===== src/design/assert_macros.svh =====
// Assertion macros shared by the RTL of the key matrix scanner.
`ifndef ASSERT_MACROS_SVH
`define ASSERT_MACROS_SVH
`ifndef SYNTHESIS
// Antecedent holds in this cycle, so the consequent must hold in the same cycle.
`define ASSERT_IMPLY(label, clk, rst_n, ante, cons) \
  label: assert property (@(posedge clk) disable iff (!rst_n) (ante) |-> (cons)) \
    else $error("assertion failed: same-cycle implication");
// Antecedent holds in this cycle, so the consequent must hold in the next cycle.
`define ASSERT_NEXT(label, clk, rst_n, ante, cons) \
  label: assert property (@(posedge clk) disable iff (!rst_n) (ante) |=> (cons)) \
    else $error("assertion failed: next-cycle implication");
`else
`define ASSERT_IMPLY(label, clk, rst_n, ante, cons)
`define ASSERT_NEXT(label, clk, rst_n, ante, cons)
`endif
`endif


===== src/design/kmsd_pkg.sv =====
// Package with widths, constants and helpers of the key matrix scanner.
package kmsd_pkg;

  localparam int unsigned ROWS_DEF      = 8;
  localparam int unsigned COLS_DEF      = 8;
  localparam int unsigned ROW_IDX_W     = 3;
  localparam int unsigned COL_W         = 8;
  localparam int unsigned COL_IDX_W     = 3;
  localparam int unsigned SCANS_W       = 8;
  localparam int unsigned KEY_CNT_W     = 7;
  localparam int unsigned POP_W         = 4;
  localparam int unsigned S_TDATA_W     = 16;
  localparam int unsigned M_TDATA_W     = 24;

  localparam logic [SCANS_W-1:0]   DEBOUNCE_RESET = 8'd5;
  localparam logic [KEY_CNT_W-1:0] KEY_CNT_MAX    = 7'd127;

  // Number of set bits in one row.
  function automatic logic [POP_W-1:0] pop_row(input logic [COL_W-1:0] v);
    logic [POP_W-1:0] n;
    n = '0;
    for (int b = 0; b < COL_W; b++) begin
      n = n + POP_W'(v[b]);
    end
    return n;
  endfunction

endpackage


===== src/design/key_matrix_scan_debounce_top.sv =====
// Key matrix row scanner with one shared debounce counter and a skid-buffered result port.
// A result word reaches the master side through the output register, or via the skid register.
// One row word per cycle while the skid slot is empty; the compare, settle count and commit
//   are all combinational between the input handshake and the result register.
// Two result slots (output register and skid register) let a word be taken while a result waits.
// Reset (rst_ni low, asynchronous) clears samples and committed matrix, sets the settle count
//   and the debounce register to 5 and empties both result slots.
`include "assert_macros.svh"

module key_matrix_scan_debounce_top
  import kmsd_pkg::*;
#(
  parameter int unsigned ROWS = ROWS_DEF,
  parameter int unsigned COLS = COLS_DEF
) (
  input  logic                 clk_i,
  input  logic                 rst_ni,
  // Configuration: debounce_scans.
  input  logic                 cfg_we_i,
  input  logic [SCANS_W-1:0]   cfg_wdata_i,
  // Row sample words.
  input  logic                 s_axis_tvalid,
  output logic                 s_axis_tready,
  // From bit 0: row_index[2:0], raw_cols[10:3], query_col[13:11], zero fill [15:14].
  input  logic [S_TDATA_W-1:0] s_axis_tdata,
  // scan_end: last row of a full scan.
  input  logic                 s_axis_tlast,
  // Result words.
  output logic                 m_axis_tvalid,
  input  logic                 m_axis_tready,
  // From bit 0: stable_row[7:0], key_on[8], settled[9], bounce[10], key_count[17:11],
  // zero fill [23:18].
  output logic [M_TDATA_W-1:0] m_axis_tdata
);

  // Width of a counter that can hold the key total of the whole sampled matrix.
  localparam int unsigned CntW = $clog2(ROWS * COLS + 1);

  // Columns at or beyond COLS never report a key.
  localparam logic [COL_W-1:0] ColMask = COL_W'((33'(1) << ((COLS < COL_W) ? COLS : COL_W)) - 1);

  // Result fields as carried in the output and skid registers.
  typedef struct packed {
    logic [KEY_CNT_W-1:0] key_count;
    logic                 bounce;
    logic                 settled;
    logic                 key_on;
    logic [COL_W-1:0]     stable_row;
  } result_t;

  // ---------------------------------------------------------------------------------------------
  // Input unpacking
  // ---------------------------------------------------------------------------------------------
  logic [ROW_IDX_W-1:0] row_index;
  logic [COL_W-1:0]     raw_cols;
  logic [COL_IDX_W-1:0] query_col;
  logic                 scan_end;

  assign row_index = s_axis_tdata[ROW_IDX_W-1:0];
  assign raw_cols  = s_axis_tdata[ROW_IDX_W +: COL_W];
  assign query_col = s_axis_tdata[ROW_IDX_W + COL_W +: COL_IDX_W];
  assign scan_end  = s_axis_tlast;

  // ---------------------------------------------------------------------------------------------
  // State
  // ---------------------------------------------------------------------------------------------
  logic [SCANS_W-1:0] debounce_q;
  logic [SCANS_W-1:0] settle_q, settle_d;
  logic [COL_W-1:0]   sampled_q   [ROWS];
  logic [COL_W-1:0]   sampled_d   [ROWS];
  logic [COL_W-1:0]   committed_q [ROWS];
  // Running key totals of the sampled and the committed matrix, kept up to date one row at a
  // time so that no wide popcount over the matrix is needed.
  logic [CntW-1:0]    samp_cnt_q, samp_cnt_d;
  logic [CntW-1:0]    comm_cnt_q;

  logic in_fire, out_fire;
  logic skid_valid_q, out_valid_q;
  result_t out_q, skid_q, res;

  assign in_fire  = s_axis_tvalid && s_axis_tready;
  assign out_fire = m_axis_tvalid && m_axis_tready;

  // ---------------------------------------------------------------------------------------------
  // Per-word compare, settle count and commit decision
  // ---------------------------------------------------------------------------------------------
  logic               row_ok;
  logic [COL_W-1:0]   sample;
  logic [COL_W-1:0]   old_row;
  logic [COL_W-1:0]   comm_row;
  logic [COL_W-1:0]   new_row;
  logic               changed;
  logic [SCANS_W-1:0] reload;
  logic [SCANS_W-1:0] cnt_a;
  logic               dec;
  logic               commit;
  logic [COL_W-1:0]   stable;
  logic [CntW-1:0]    cnt_sel;

  assign row_ok = int'(row_index) < int'(ROWS);
  assign sample = ~raw_cols & ColMask;

  always_comb begin
    old_row  = '0;
    comm_row = '0;
    for (int r = 0; r < ROWS; r++) begin
      if (int'(row_index) == r) begin
        old_row  = sampled_q[r];
        comm_row = committed_q[r];
      end
    end
  end

  assign changed = row_ok && (old_row != sample);
  // A zero reload value still commits at the next scan end.
  assign reload  = (debounce_q == '0) ? SCANS_W'(1) : debounce_q;
  // Reload first, then the scan-end countdown in the same word.
  assign cnt_a   = changed ? reload : settle_q;
  assign dec     = scan_end && (cnt_a != '0);
  assign settle_d = dec ? (cnt_a - SCANS_W'(1)) : cnt_a;
  assign commit  = dec && (cnt_a == SCANS_W'(1));

  always_comb begin
    for (int r = 0; r < ROWS; r++) begin
      sampled_d[r] = (changed && (int'(row_index) == r)) ? sample : sampled_q[r];
    end
  end

  assign samp_cnt_d = changed
                    ? (samp_cnt_q - CntW'(pop_row(old_row)) + CntW'(pop_row(sample)))
                    : samp_cnt_q;

  // The committed row after this word: a commit makes it the freshly stored sample.
  assign new_row = commit ? (changed ? sample : old_row) : comm_row;
  assign stable  = row_ok ? new_row : '0;
  assign cnt_sel = commit ? samp_cnt_d : comm_cnt_q;

  always_comb begin
    res.stable_row = stable;
    res.key_on     = stable[query_col];
    res.settled    = (settle_d == '0);
    res.bounce     = changed && (settle_q != '0);
    res.key_count  = (32'(cnt_sel) > 32'(KEY_CNT_MAX)) ? KEY_CNT_MAX : KEY_CNT_W'(cnt_sel);
  end

  // ---------------------------------------------------------------------------------------------
  // State registers
  // ---------------------------------------------------------------------------------------------
  always_ff @(posedge clk_i or negedge rst_ni) begin
    if (!rst_ni) begin
      debounce_q <= DEBOUNCE_RESET;
    end else if (cfg_we_i) begin
      debounce_q <= cfg_wdata_i;
    end
  end

  always_ff @(posedge clk_i or negedge rst_ni) begin
    if (!rst_ni) begin
      settle_q   <= DEBOUNCE_RESET;
      samp_cnt_q <= '0;
      comm_cnt_q <= '0;
      for (int r = 0; r < ROWS; r++) begin
        sampled_q[r]   <= '0;
        committed_q[r] <= '0;
      end
    end else if (in_fire) begin
      settle_q   <= settle_d;
      samp_cnt_q <= samp_cnt_d;
      for (int r = 0; r < ROWS; r++) begin
        sampled_q[r] <= sampled_d[r];
      end
      if (commit) begin
        comm_cnt_q <= samp_cnt_d;
        for (int r = 0; r < ROWS; r++) begin
          committed_q[r] <= sampled_d[r];
        end
      end
    end
  end

  // ---------------------------------------------------------------------------------------------
  // Result register with skid slot. The input side is ready whenever the skid slot is empty, so
  // a new word is still taken while one finished result waits on the master side.
  // ---------------------------------------------------------------------------------------------
  assign s_axis_tready = !skid_valid_q;

  always_ff @(posedge clk_i or negedge rst_ni) begin
    if (!rst_ni) begin
      out_valid_q  <= 1'b0;
      skid_valid_q <= 1'b0;
    end else if (skid_valid_q) begin
      if (out_fire) begin
        skid_valid_q <= 1'b0;
      end
    end else if (in_fire) begin
      if (out_valid_q && !out_fire) begin
        skid_valid_q <= 1'b1;
      end else begin
        out_valid_q <= 1'b1;
      end
    end else if (out_fire) begin
      out_valid_q <= 1'b0;
    end
  end

  always_ff @(posedge clk_i) begin
    if (skid_valid_q) begin
      if (out_fire) begin
        out_q <= skid_q;
      end
    end else if (in_fire) begin
      if (out_valid_q && !out_fire) begin
        skid_q <= res;
      end else begin
        out_q <= res;
      end
    end
  end

  assign m_axis_tvalid = out_valid_q;
  assign m_axis_tdata  = M_TDATA_W'(out_q);

  // ---------------------------------------------------------------------------------------------
  // Assertions
  // ---------------------------------------------------------------------------------------------
  // The skid slot only fills behind a waiting result.
  `ASSERT_IMPLY(a_skid_behind_out, clk_i, rst_ni, skid_valid_q, out_valid_q)
  // A commit leaves the settle counter at zero.
  `ASSERT_NEXT(a_commit_settles, clk_i, rst_ni, in_fire && commit, settle_q == '0)
  // A settled matrix with an unchanged sample stays settled.
  `ASSERT_NEXT(a_settled_holds, clk_i, rst_ni, in_fire && !changed && (settle_q == '0),
               settle_q == '0)
  // While settled, the committed matrix equals the samples, so their totals agree.
  `ASSERT_IMPLY(a_counts_agree, clk_i, rst_ni, settle_q == '0, comm_cnt_q == samp_cnt_q)

endmodule

===== config.mk =====
export PLATFORM = sky130hd
export DESIGN_NAME = key_matrix_scan_debounce_top
export DESIGN_NICKNAME = d
export VERILOG_FILES = /design/src/design/kmsd_pkg.sv /design/src/design/key_matrix_scan_debounce_top.sv
export VERILOG_INCLUDE_DIRS = /design/src /design/src/design
export SDC_FILE = /design/constraint.sdc
export NUM_CORES = 1
export LEC_CHECK = 0
export ABC_AREA = 1
export BUFFER_PORTS_ARGS = -buffer_cell sky130_fd_sc_hd__buf_4
export CAP_MARGIN = 20
export CORE_UTILIZATION = 59
export CTS_CLUSTER_SIZE = 20
export DETAILED_ROUTE_END_ITERATION = 6
export PLACE_DENSITY = 0.77
export SYNTH_ARGS = -nofsm -noshare
export SYNTH_HDL_FRONTEND = slang
export SYNTH_SLANG_ARGS = --single-unit

===== constraint.sdc =====
create_clock -name clk_i -period 5.45 [get_ports clk_i]
set_input_delay 0.2725 -clock clk_i [delete_from_list [all_inputs] [get_ports clk_i]]
set_output_delay 0.2725 -clock clk_i [all_outputs]
set_load 0.02 [all_outputs]

Word level (Yosys, flattened, before mapping):

Index checks and enable logic that the tools add are counted.

* $lt $le $gt $ge: 1
* muxes and demuxes: 44
* reductions and logical operators: 27
* bitwise operators: 2
* equal/unequal tests: 12
* $add $sub $neg: 17

Operators by type and width (count)
* $mux 8: 29
* $mux 18: 4
* $add 4x1->4: 8
* $logic_not 8->1: 2
* $reduce_bool 8->1: 2
* $logic_and 1x1->1: 14
* $mux 7: 2
* $eq 3x3->1 const B: 4
* $reduce_and 3->1: 3
* $add 3x1->4: 2
* $eq 8x1->1 const B: 1
* $mux 1: 8
* $ne 8x8->1: 1
* $not 8->8: 1
* $sub 8x1->8 const B: 1
* $add 7x4->7: 1
* $sub 7x4->7: 1
* $add 2x1->3: 2
* $eq 3x2->1 const B: 2
* $ne 2x2->1 const B: 3
* $add 1x1->2: 2
* $lt 3x4->1 const B: 1
* $reduce_bool 2->1: 2
* $bmux 1 s3: 1
* other kinds (5): 6

* bits in registers: 196
* logic and storage cells: 135
* input port bits: 30
* output and inout bits: 26

Depth between registers and ports, before layout:

Gate-level depths: netlist (run 1).

* depth after elaboration: 23
* gate-level depth with buffers: 31
* depth with buffers taken out: 28

Least setup slack after synthesis (run 1):

No wires, ideal clock.

* path kind: input -> register
* start point: input port s_axis_tdata[1]
* end point: register out_q (netlist bit m_axis_tdata[17]) (data pin)
* path buffers: 2
* arrival: 4.846 ns
* setup slack: 0.351 ns
* library setup time: 0.253 ns
* data required time: 5.197 ns
* stages on the path: 30
* path through: buf_2 > inv_2 > nand3_1 > buf_2 > o21ai_0 > inv_1 > nand4_1 > nand2_1 > nand2_1 > inv_1 > fa_1 > fa_1 > inv_1 > fa_1 > fa_1 > inv_1 > fa_1 > ha_1 > nand3_1 > nand2_1 > a21oi_1 > nor2_1 > nor2_1 > xor2_1 > nand2_1 > xor2_1 > inv_1 > o21ai_1 > nand2_1 > nand2_1

* cells in the longest elaborated chain, start to end: 23
* elaborated cells on any way between the ends: 36
* classes of those cells: 9 x add/sub; 9 x eq/ne; 14 x mux; 4 x reduce/logical

Ends and longest elaborated chain
* start: declaration: RTL line key_matrix_scan_debounce_top.sv:25 `input logic [S_TDATA_W-1:0] s_axis_tdata,`
* $logic_not 3->1: RTL line key_matrix_scan_debounce_top.sv:107 `if (int'(row_index) == r) begin`
* $mux 8 (7 in a row): RTL line key_matrix_scan_debounce_top.sv:107
* $mux 8 (*): RTL line key_matrix_scan_debounce_top.sv:107
* $add 1x1->2: RTL line kmsd_pkg.sv:23 `n = n + POP_W'(v[b]);`
* $add 2x1->3: RTL line kmsd_pkg.sv:23
* $add 3x1->4: RTL line kmsd_pkg.sv:23
* $add 4x1->4 (4 in a row): RTL line kmsd_pkg.sv:23
* $sub 7x4->7: RTL line key_matrix_scan_debounce_top.sv:130 `? (samp_cnt_q - CntW'(pop_row(old_row)) + CntW'(pop_row(sample)))`
* $add 7x4->7: RTL line key_matrix_scan_debounce_top.sv:130
* $mux 7: RTL line key_matrix_scan_debounce_top.sv:130
* $mux 7 (*)
* named net cnt_sel[6]: RTL line key_matrix_scan_debounce_top.sv:98 `logic [CntW-1:0] cnt_sel;`
* $mux 18 (*): RTL line key_matrix_scan_debounce_top.sv:212 `if (out_valid_q && !out_fire) begin`
* $mux 18 (*): RTL line key_matrix_scan_debounce_top.sv:211 `end else if (in_fire) begin`
* $mux 18 (*): RTL line key_matrix_scan_debounce_top.sv:207 `if (skid_valid_q) begin`
* end signal: assignment: RTL line key_matrix_scan_debounce_top.sv:209 `out_q <= skid_q;`
* end signal: assignment: RTL line key_matrix_scan_debounce_top.sv:215 `out_q <= res;`
* end: declaration: RTL line key_matrix_scan_debounce_top.sv:79 `result_t out_q, skid_q, res;`

Mark *: on every way through the listed nets, which the timed path passes. The rest lies on a longest branch. The select of a mux whose other input is x is not followed.
A chain may end at the register's enable or synchronous reset.

Worst setup path in the final report (run 1):

* start point: register sampled_q[58] in the netlist's numbering
* end point: register out_q (netlist bit m_axis_tdata[16]) (data pin)

* cells in the longest elaborated chain, start to end: 21
* elaborated cells on any way between the ends: 27
* classes of those cells: 8 x add/sub; 2 x eq/ne; 14 x mux; 3 x reduce/logical

Ends and longest elaborated chain
* start: declaration: RTL line key_matrix_scan_debounce_top.sv:69 `logic [COL_W-1:0] sampled_q [ROWS];`
* start signal: indexed assignment: RTL line key_matrix_scan_debounce_top.sv:170 `sampled_q[r] <= sampled_d[r];`
* $mux 8 (*) (8 in a row): RTL line key_matrix_scan_debounce_top.sv:107
* $add 2x1->3: RTL line kmsd_pkg.sv:23
* $add 3x1->4: RTL line kmsd_pkg.sv:23
* $add 4x1->4 (4 in a row): RTL line kmsd_pkg.sv:23
* $sub 7x4->7: RTL line key_matrix_scan_debounce_top.sv:130
* $add 7x4->7: RTL line key_matrix_scan_debounce_top.sv:130
* $mux 7: RTL line key_matrix_scan_debounce_top.sv:130
* $mux 7 (*)
* named net cnt_sel[5]: RTL line key_matrix_scan_debounce_top.sv:98
* $mux 18 (*): RTL line key_matrix_scan_debounce_top.sv:212
* $mux 18 (*): RTL line key_matrix_scan_debounce_top.sv:211
* $mux 18 (*): RTL line key_matrix_scan_debounce_top.sv:207

Marked as above.

==> metrics.txt, run 1 <==
CP Data Arrival Time=5450 ps; critical path class=reg2reg; Layout Area Growth over Synthesis=11.0%; post-synthesis instance total=1381; Seq/Total Area, Yosys=0.475; peak fanout along the critical path=3; number of flops mapped to enable cells by yosys=36; Multi-input gate area=between 4000 and 5000 um2; number of library cell types mapped by synthesis=45; Core Region=17500 um2; I/O pins=56; Inserted Diodes=0; Slew Limit Fails=0; Final Hold Fails=0; Residual DRC=0; clk sinks=196; pwr/cell area=293 nW/um2; register area=5090 um2; Worst R2R Path Depth=25; later-pin clock latency in the skew report=440 ps; Rel. slew slack=0.295; maximum vdd drop=roughly 0.36 mV; CP most frequent cell=fa_1; CTS clk-pin slew, worst paths=around 80 ps; Final Cycle Share=0.943; Syn. warnings=0; Post-CTS Setup Inserts=0; pre-CTS setup slack=-31.5 ps; initial antenna violation count=0; CTS tree=yes; first drt pass iteration count=5; Commonest cells post-synth=492 x nand2_1, 158 x o21ai_0, 156 x dfrtp_1; CTS Root Cell=clkbuf_16; top-count cell post-synth=nand2_1; Levels on crit path=25; post-synth top area cell=dfrtp_1; slack of the critical path=310 ps; total grt overflow=0; Final min period=5140 ps; fraction of final layout cells with drive strength greater than 1=0.111; status=finished clean; pin count of the biggest net entering global routing=82; Die W=137 um; mean post-synth cell area=7.76 um2; Critical Path Source Type=register; routed len/inst=16.2 um; Hold Path Class=in2reg; ys flop type=dfrtp_1; #FFs+latches synth=196; max-cap viol count=0; Util after Layout=0.678; leading post-synthesis cells by cell area=dfrtp_1 36%, nand2_1 17%, edfxtp_1 10%; hold_ws=37.9 ps; row cnt=48; asr flop ratio synth=0.816; top cell type's share of synthesized area=0.364; crit path launch=sampled_q[58]; Initial DRC Count=between 900 and 1000; hpwl dp=18.2 mm; Initial Util=0.611; fill count=1423; Worst Tran Pin Value=1060 ps; Crit. End Element=register; Pwr Total=0.00348 W; via count=slightly above 9000; vias in the first global route=8604; clock buffer depth=2; Worst Skew=~11 ps; number of CTS-inserted buffers=17; largest stage delay on the critical path=530 ps; drt total wl=26.8 mm; worst reg-to-reg setup slack=310 ps; top achievable clock speed=195 MHz; Slowest-stage cell, CP=fa_1; Port Buffers=47; first-pass GRT wire length=44.0 mm; P_leak=slightly below 6 nW; min-delay src=cfg_wdata_i[0]; routability cong.=0.925; Critical path destination=m_axis_tdata[16]; GRT Resource Usage Total=0.310; cell area after synthesis=10700 um2; reg-to-reg endpoint=m_axis_tdata[16]; Top delay family on crit path=adder cells; RR Startpoint=sampled_q[58]; WP buf/inv=5; Die ar.=18700 um2; Nets=around 1500; CP required=5760 ps; die height=137 um; vias per cell=5.66; Detail Route Antenna Nets=0; setup violators final=0; RSZ-0062 raised after global routing=no; H-tree depth=4
[area by class of cell]
cell class                      instances  share of cell area
Sequential cell                       196               0.428
Multi-Input combinational cell        962               0.398
Inverter                              156              0.0493
Timing Repair Buffer                   76              0.0485
Clock buffer                           18              0.0361
Tap cell                              225              0.0237
Clock inverter                         14              0.0164
[power by group]
group	switching (W)	internal (W)	total [W]	leakage [nW]
registers	0.00000170	0.00149	0.00150	2.31
logic	0.000406	0.000232	0.000638	3.28
clock network	0.000607	0.000741	0.00135	0.301
[cell usage in the layout, fill, tap and decap left out, types with 6 or more instances in the layout]
master and instances:
nand2_2 14, buf_4 74, inv_2 11, inv_1 144, nand2_1 489, a21oi_1 15
nor2_1 58, edfxtp_1 36, o21ai_0 156, dfrtp_1 156, xor2_1 9, clkbuf_16 17
a31oi_1 9, conb_1 6, fa_1 13, ha_1 10, nand4_1 42, nand3_1 52
o21ai_1 35
[worst register-to-register path: stages (launching register included)]
cell,delay (ps)
dfrtp_1,420
nand3_1,100
o21ai_1,60
nor2_1,150
nand4_1,140
nand2_1,130
nand2_2,70
inv_2,50
fa_1,420
fa_1,530
inv_1,60
fa_1,410
fa_1,520
inv_1,40
ha_1,280
ha_2,190
inv_1,60
fa_1,450
o21ai_1,190
xor2_1,160
nand2_1,60
o21ai_0,110
inv_1,100
o21ai_2,150
nand2_1,70
nand2_1,80
[metal layers]
layer  global-route usage  up-vias  routed length, um
li1                     -     4505                  -
met1                0.449     4384              12000
met2                0.461      385              11900
met3               0.0593       41               2250
met4                0.119        0                613
met5                    0        -                  0
[registers in the layout (all words and copies together), names as in the netlist]
register	cells
m_axis_tdata	18
committed_q	64
settle_q	8
m_axis_tvalid	1
skid_q	18
comm_cnt_q	7
debounce_q	8
skid_valid_q	1
samp_cnt_q	7
sampled_q	64
[per-stage QoR]
stage,TNS [ps],cells,area (um2)
5_1_grt,0,1647,11900
3_3_place_gp,0,1614,11200
2_1_floorplan,0,1386,10700
3_5_place_dp,-31.5,1614,11200
4_1_cts,0,1647,11900
6_report,0,1647,11900
[worst min path at each step]
stage               slack (ps)  cells after the start            end
floorplan                  -20                      0  comm_cnt_q[0]
global placement           190                      1  sampled_q[29]
detailed placement         190                      1  sampled_q[29]
CTS                         30                      3  debounce_q[5]
global route                40                      3  debounce_q[5]
finish                      40                      3  debounce_q[0]
[logic make-up (layout without fill, tap and decap cells)]
family          count (synthesis)  count (layout)  synth area share
compound gates                242             242             0.122
xor+xnor                       11              11           0.00900
fa+ha+maj                      24              24            0.0371
flops                         196             196             0.475
buf+inv                       228             264            0.0880
other cells                     1               6          0.000350
simple gates                  678             678             0.267
mux                             1               1          0.000935
[timing repair]
action | CTS | global route
gates resized for setup | 0 | 11
hold endpoints to repair | 31 | 0
endpoints found under the setup margin | 0 | 1
hold buffers | 1 | 0
No activity file was read; power rests on OpenSTA's default activity.
==> run 2, diff against run 1 <==
--- a/config.mk
+++ b/config.mk
@@ -7,12 +7,13 @@
 export NUM_CORES = 1
 export LEC_CHECK = 0
 export ABC_AREA = 1
-export BUFFER_PORTS_ARGS = -buffer_cell sky130_fd_sc_hd__buf_4
+export BUFFER_PORTS_ARGS = -buffer_cell sky130_fd_sc_hd__buf_2
 export CAP_MARGIN = 20
 export CORE_UTILIZATION = 59
 export CTS_CLUSTER_SIZE = 20
 export DETAILED_ROUTE_END_ITERATION = 6
 export PLACE_DENSITY = 0.77
+export RECOVER_POWER = 100
 export SYNTH_ARGS = -nofsm -noshare
 export SYNTH_HDL_FRONTEND = slang
 export SYNTH_SLANG_ARGS = --single-unit
==> run 2 against run 1 <==
The run now ends with capacitance limit, slew limit left; sequential cell count stayed put; global-route usage fell by 0.63 points; routed wire length fell by 0.30%; via count decreased by 0.44%; total power decreased by 2.1%; critical path type unchanged.
==> metrics.txt, run 2 (synthesis results as in run 1) <==
Detail Route Antenna Nets=0; commonest non-fill, non-tap cell in the layout=nand2_1; peak fanout along the critical path=2; Top Registers=committed_q x64, sampled_q x64; total grt overflow=0; Critical Path Source Type=register; most frequent cells in the layout=494 x nand2_1, 183 x o21ai_0, 156 x dfrtp_1, 145 x inv_1, 61 x nor2_1; pre-CTS setup slack=37.5 ps; status=complete, but fails checks; Inserted Diodes=0; placed cells=1626; first drt pass iteration count=6; GRT Resource Usage Total=0.304; worst reg-to-reg setup slack=340 ps; crit path launch=sampled_q[57]; CTS Root Cell=clkbuf_16; setup violators final=0; critical path class=reg2reg; I/O pins=56; pin count of the biggest net entering global routing=81; Die W=137 um; die height=roughly 140 um; pwr/cell area=just under 300 nW/um2; routability cong.=0.883; RR Startpoint=sampled_q[57]; vias in the first global route=8631; Top delay family on crit path=adder cells; Rel. slew slack=-0.664; Levels on crit path=25; CTS clk-pin slew, worst paths=80 ps; largest stage delay on the critical path=a little over 500 ps; row cnt=48; fill count=1474; Die ar.=18700 um2; CP Data Arrival Time=5310 ps; CP required=5650 ps; drt total wl=26.7 mm; Initial Util=0.611; later-pin clock latency in the skew report=between 400 and 500 ps; P_leak=5.87 nW; Worst R2R Path Depth=25; Final Cycle Share=0.938; Final Hold Fails=0; WP buf/inv=4; Critical path destination=m_axis_tdata[17]; Nets=roughly 1500; vias per cell=5.57; maximum vdd drop=~0.23 mV; hpwl dp=18.4 mm; fin area=~12000 um2; Port Buffers=47; Slowest-stage cell, CP=fa_1; max-cap viol count=4; slack of the critical path=338 ps; Hold Path Class=in2reg; H-tree depth=4; Util after Layout=0.671; via count=around 9300; top achievable clock speed=196 MHz; routed len/inst=roughly 16 um; CTS tree=yes; post-placement cell area=11200 um2; Core Region=17500 um2; final std cells w/o fill=~1700; Worst Tran Pin Value=2500 ps; Worst Skew=15.4 ps; Final min period=~5100 ps; Slew Limit Fails=211; Crit. End Element=register; clk sinks=just under 200; Layout Area Growth over Synthesis=9.91%; fraction of final layout cells with drive strength greater than 1=0.0966; Residual DRC=0; reg-to-reg endpoint=m_axis_tdata[17]; initial antenna violation count=0; first-pass GRT wire length=~44 mm; Pwr Total=roughly 0.0034 W; Initial DRC Count=903; CP most frequent cell=fa_1; failing checks=capacitance limit, slew limit; clock buffer depth=2; number of CTS-inserted buffers=17
## run 2: changes by cell type in the layout (fill, tap and decap cells not counted), sizes merged
cell      delta
inv          +3
clkinvlp     -2
clkbuf      +27
clkinv       +2
buf         -11
bufinv       -2
## run 2: tightest hold or removal path, stage by stage
cell,delay [ps]
buf_2,80
nand2_1,30
o21ai_0,60
## run 2: worst min path at each step
stage	endpoint	cells past startpoint	from	slack (ps)
5_1_grt	debounce_q[3]	3	cfg_wdata_i[3]	30
3_3_place_gp	committed_q[61]	1	rst_ni	230
4_1_cts	debounce_q[5]	3	cfg_wdata_i[5]	30
3_5_place_dp	committed_q[61]	1	rst_ni	230
6_report	debounce_q[6]	3	cfg_wdata_i[6]	40
2_1_floorplan	comm_cnt_q[0]	0	rst_ni	-20
## run 2: power breakdown
group | internal [W] | leakage [nW] | switching [W] | total (W)
combinational | 0.000218 | 3.26 | 0.000397 | 0.000614
clock | 0.000663 | 0.298 | 0.000636 | 0.00130
sequential | 0.00149 | 2.31 | 0.00000193 | 0.00150
total | 0.00237 | 5.87 | 0.00103 | 0.00341
## run 2: layout make-up
type	count	area (um2)	area share
clock inverters	15	183	0.0155
inverters	156	586	0.0497
well taps	225	282	0.0239
multi-input cells	962	4670	0.397
repair buffers	93	537	0.0456
clock buffers	17	425	0.0361
flip-flops and latches	196	5090	0.432
## run 2: repair_timing
action	CTS	global route
hold buffers	1	0
gates resized for setup	0	5
setup buffers	0	5
setup endpoints to repair	0	1
hold endpoints to repair	44	0
## run 2: metrics by stage
step | hold slack [ps] | setup TNS, ps
final | 37.6 | 0
after CTS | 30.1 | 0
after floorplan | -23.1 | 0
after global routing | 31.8 | -28.8
after detailed placement | 232 | 0
after global placement | 232 | 0
## run 2: metal layers
layer  global-route usage  share of wire  vias up
li1                     -              -     4526
met1                0.448           0.46     4372
met2                0.461           0.45      331
met3               0.0485          0.069       45
met4               0.0895          0.021        0
met5                    0              0        -
